`src/hw/rtl/bces_pkg.sv`:
```
`timescale 1ns / 1ps
// ----------------------------------------------------------------------------
// Bitonic compare-exchange store package
// Shared sizes, action codes and the stored pair type.
// ----------------------------------------------------------------------------
package bces_pkg;

    localparam int DEPTH     = 1024;
    localparam int ADDR_W    = $clog2(DEPTH);
    localparam int POS_W     = 10;
    localparam int KEY_W     = 32;
    localparam int PAY_W     = 32;
    localparam int MASK_W    = 11;
    localparam int STRIDE_W  = 10;
    localparam int COUNT_W   = 11;
    localparam int ACTION_W  = 2;
    localparam int ENTRY_W   = KEY_W + PAY_W;
    localparam int S_DATA_W  = 96;
    localparam int M_DATA_W  = 64;
    localparam int APB_ADDR_W = 3;
    localparam int APB_DATA_W = 32;

    typedef enum logic [ACTION_W-1:0] {
        ACT_WRITE = 2'd0,
        ACT_STEP  = 2'd1,
        ACT_READ  = 2'd2,
        ACT_NONE  = 2'd3
    } action_t;

    typedef struct packed {
        logic [PAY_W-1:0] payload;
        logic [KEY_W-1:0] key;
    } entry_t;

endpackage

```
`src/hw/rtl/bces_cmp.sv`:
```
`timescale 1ns / 1ps
// ----------------------------------------------------------------------------
// Compare-exchange decision
// Orders two pairs by key, with the payload breaking ties, and flags
// an exchange when they are out of order for the requested direction.
// ----------------------------------------------------------------------------
module bces_cmp (
    input  bces_pkg::entry_t lower,
    input  bces_pkg::entry_t upper,
    input  logic             ascending,
    output logic             swap
);
    import bces_pkg::*;

    logic lower_gt;
    logic upper_gt;

    always_comb
    begin
        if (lower.key != upper.key)
        begin
            lower_gt = lower.key > upper.key;
            upper_gt = upper.key > lower.key;
        end
        else
        begin
            lower_gt = lower.payload > upper.payload;
            upper_gt = upper.payload > lower.payload;
        end
        swap = ascending ? lower_gt : upper_gt;
    end

endmodule

```
`config.mk`:
```
export PLATFORM = sky130hd
export DESIGN_NAME = bces_cmp
export DESIGN_NICKNAME = d
export VERILOG_FILES = /design/src/hw/rtl/bces_pkg.sv /design/src/hw/rtl/bces_cmp.sv
export SDC_FILE = /design/constraint.sdc
export NUM_CORES = 1
export LEC_CHECK = 0
export BUFFER_PORTS_ARGS = -buffer_cell sky130_fd_sc_hd__clkbuf_2
export CAP_MARGIN = 25
export CORE_UTILIZATION = 45
export DETAILED_ROUTE_END_ITERATION = 12
export PLACE_DENSITY = 0.95
export SLEW_MARGIN = 30
export SYNTH_ARGS = -nofsm -noshare
export SYNTH_HDL_FRONTEND = slang
export SYNTH_SLANG_ARGS = --single-unit
```
`constraint.sdc`:
```
create_clock -name vclk -period 3.4
set_clock_uncertainty 0.15 [all_clocks]
set_input_delay 0.17 -clock vclk [all_inputs]
set_output_delay 0.17 -clock vclk [all_outputs]
set_load 0.03 [all_outputs]
```
Yosys cells after proc, flatten, opt, wreduce, memory -nomap -nowiden
Index checks and enable logic that the tools add are counted.
{"block": "classes", "eq_ne": 1, "n_mux": 3, "magnitude_cmp": 4}
{"cell": "$gt 32x32->1", "count": 4}
{"cell": "$ne 32x32->1", "count": 1}
{"cell": "$mux 1", "count": 3}
{"block": "totals", "reg_bits": 0}

Depth between registers and ports, before layout
{"block": "depth", "word_depth": 3, "depth_mapped": 9}

Least setup slack after synthesis
Ideal clock, no wire load.
{"block": "synth_path", "path_type": "in2out", "start": "input port lower[33] in the netlist's numbering", "end": "output port swap", "arrival_time_ns": 2.194, "path_slack_ns": 0.886, "t_required_ns": 3.080, "path_stages": 9, "path_cell_list": "inv_1 -> ha_1 -> nor2b_1 -> o211ai_1 -> a2111o_1 -> a31oi_1 -> o22ai_1 -> and2b_1 -> o31ai_1"}
{"block": "synth_via", "elab_chain_len": 3, "word_cells_on_any_way": 5, "cone_classes": "order compare: 2; mux: 3"}
{"item": "start, declared", "line_no": "bces_cmp.sv:8", "source": "input bces_pkg::entry_t lower,"}
{"item": "$gt 32x32->1, on equally long branches", "line_no": "bces_cmp.sv:28, bces_cmp.sv:27"}
{"item": "$mux 1", "line_no": "bces_cmp.sv:20", "source": "if (lower.key != upper.key)"}
{"item": "$mux 1 (*)", "line_no": "bces_cmp.sv:30", "source": "swap = ascending ? lower_gt : upper_gt;"}
{"item": "end, declared", "line_no": "bces_cmp.sv:11", "source": "output logic swap"}
Every way passes the cells marked *; elsewhere a longest branch is shown, timed or not.

Final worst setup path
{"block": "layout_path", "start": "input port lower[62] in the netlist's numbering", "end": "output port swap"}
Same word-level chain as after synthesis.

==> flow_summary.toml <==
[outcome]
status = "finished clean"

[clocking]
cts_resized = 0
hold_buffers = 0
cts_setup_buffers = 0

[synthesis]
ys_top_cells_by_area = "ha_1, inv_1, a21oi_1"
synth-simple-area-share_pct = 17.5
syn_area_per_cell_um2 = 7.19
synth_compound_area_share_pct = 18.5
synth_area_leader_cell = "ha_1"
ys_warn_count = 0
synth_top_area_share_pct = 49.0
synth_nets = 420
synth_top_family_by_area = "adder cells"
synth_xor_area_share_pct = 0
ys_types = 28
synthCells = 227
synthMuxAreaShare_pct = 0
synthAdderAreaFrac_pct = 49.0
syn-cell-area_mm2 = 0.00163
yosysSeqAreaShare_pct = 0

[sta]
setup_tns_ps = 0
finalCritPeriodShare_pct = 73.1
layout_setup_ws_ps = 914
fin_crit_ps = 2490
maxSlewHeadroom_pct = 72.2
rsz0062_at_grt = "no"
worst_pin_slew_ps = 413
final-hold-violation-count = 0
setup_viol = 0
slew_violations = 0
timing.fmax_ghz = 0.402

[placed_design]
gp_congestion = 0.824
hpwl_um = 4070
place_ws_ps = 908
placedCellCount = 403
port_buffers = 130

[grt]
grt_pass1_wl_um = 7660
grt_pass1_vias = 2109
grt.total_usage_pct = 22.8
grt_max_degree = 5
antenna_found_initial = 0
grt_overflow = 0

[die]
core_mm2 = 0.00342
die_h_um = 62.2
num_io_pins = 130
initial_core_util_pct = 47.8
die_area_mm2 = 0.00387
die_width_um = 62.2
std_cell_rows = 21

[drt]
first_pass_iters = 4
drt-total-wl_um = 4220
avgRoutedWirePerCell_um = 10.5
drtIter0Drc = 46
drc = 0
via_count = 2032
vias_per_cell = 5.04
ant_nets = 0

[worst_setup_path]
end_kind = "primary output"
crit_path_top_delay_cell = "or4_1"
cp_cell_sequence = "clkbuf_2, inv_1, ha_1, and4_1, nand4_1, nand3b_4, or4_1, o22ai_1, and2b_1, o31ai_1, clkbuf_2"
path_common_cell = "clkbuf_2"
cp.arrival_ps = 2170
required_ps = 3080
crit_fanout = 3
worstSetupPathType = "input port to primary output"
start_kind = "input port"
cp_slowest_stage_delay_ps = 530

[finish]
diodes = 0
final_cells = 403
seq_cell_count = 0
area_growth_pct = 43.4
drive_gt1_share_pct = 37.0
nets = 552
regArea_um2 = 0
clkbuf_count = 0
fillers = 297

[job]
cap_viol_max_count = 0

[pwr]
p_total_mw = 0.246
leakage_nw = 1.59
power.density_mw_per_mm2 = 105
ir_worst_vdd_mv = 0.0547

[worst_hold_path]
hold_class = "input port to primary output"
## through the flow
stage | area (um2) | hold slack [ps] | util, %
detailed placement | 2340 | 526 | 68.5
finish | 2340 | 525 | 68.5
CTS | 2340 | 526 | 68.5
global placement | 2340 | 520 | 68.5
global route | 2340 | 559 | 68.5
floorplan | 1630 | 389 | -
## report_power, final
part / internal (mW) / switching, mW / leakage, nW
combinational: 0.130 / 0.116 / 1.59
sequential: 0 / 0 / 0
clock: 0 / 0 / 0
total: 0.130 / 0.116 / 1.59
## synth_stat cells
library cell,number
inv_1,65
ha_1,64
a21oi_1,21
nand2_1,14
nand4_1,11
nand3_1,7
a221oi_1,5
and4_1,4
o211ai_1,4
o21ai_1,4
a21o_1,3
nor2_1,3
o21ai_0,3
a211oi_1,2
nor2b_1,2
nor3_1,2
nor4_1,2
a2111o_1,1
a21bo_2,1
a221o_1,1
a31oi_1,1
and2_1,1
and2b_1,1
nand2b_1,1
nand3b_4,1
o22ai_1,1
o31ai_1,1
or4_1,1
## placed cells by master (no fill, tap or decap), types with 2 or more instances in the layout
cell type,count
o211ai_1,4
nor3_1,2
nor4_1,2
a221oi_1,5
and4_1,4
o21ai_0,3
ha_1,64
nand4_1,11
nor2b_1,2
o21ai_1,4
a21o_1,3
inv_1,65
nand2_1,14
a21oi_1,21
nor2_1,3
nand3_1,7
clkbuf_2,130
a211oi_1,2
## cell families after synthesis
family | count (synthesis)
and+or+nand+nor | 50
adders and majority gates | 64
AOI/OAI and AO/OA | 48
buffers and inverters | 65
## final cells by class
class / instances / area [um2] / share of cell area [%]
Tap cell: 46 / 57.6 / 2.46
Timing Repair Buffer: 130 / 651 / 27.8
Inverter: 65 / 244 / 10.4
Multi-Input combinational cell: 162 / 1390 / 59.3
## layer usage
layer	global-route usage (%)	share of wire, %	up-vias
li1	-	-	1060
met3	2.02	5.6	10
met1	21.4	37	872
met2	51.6	55	90
met5	0	0	-
met4	3.20	1.6	0
## worst max-delay path, delay by kind of cell
family                     cells  cell delay [ps]
and+or+nand+nor                5             1180
adders and majority gates      1              310
buffers and inverters          3              310
AOI/OAI and AO/OA              2              210
## worst paths after layout
kind / from / cells past startpoint / end / slack [ps]
hold / removal: ascending / 3 / swap / 530
setup / recovery: lower[62] / 11 / swap / 910
Power figures use the tool's default switching activity.
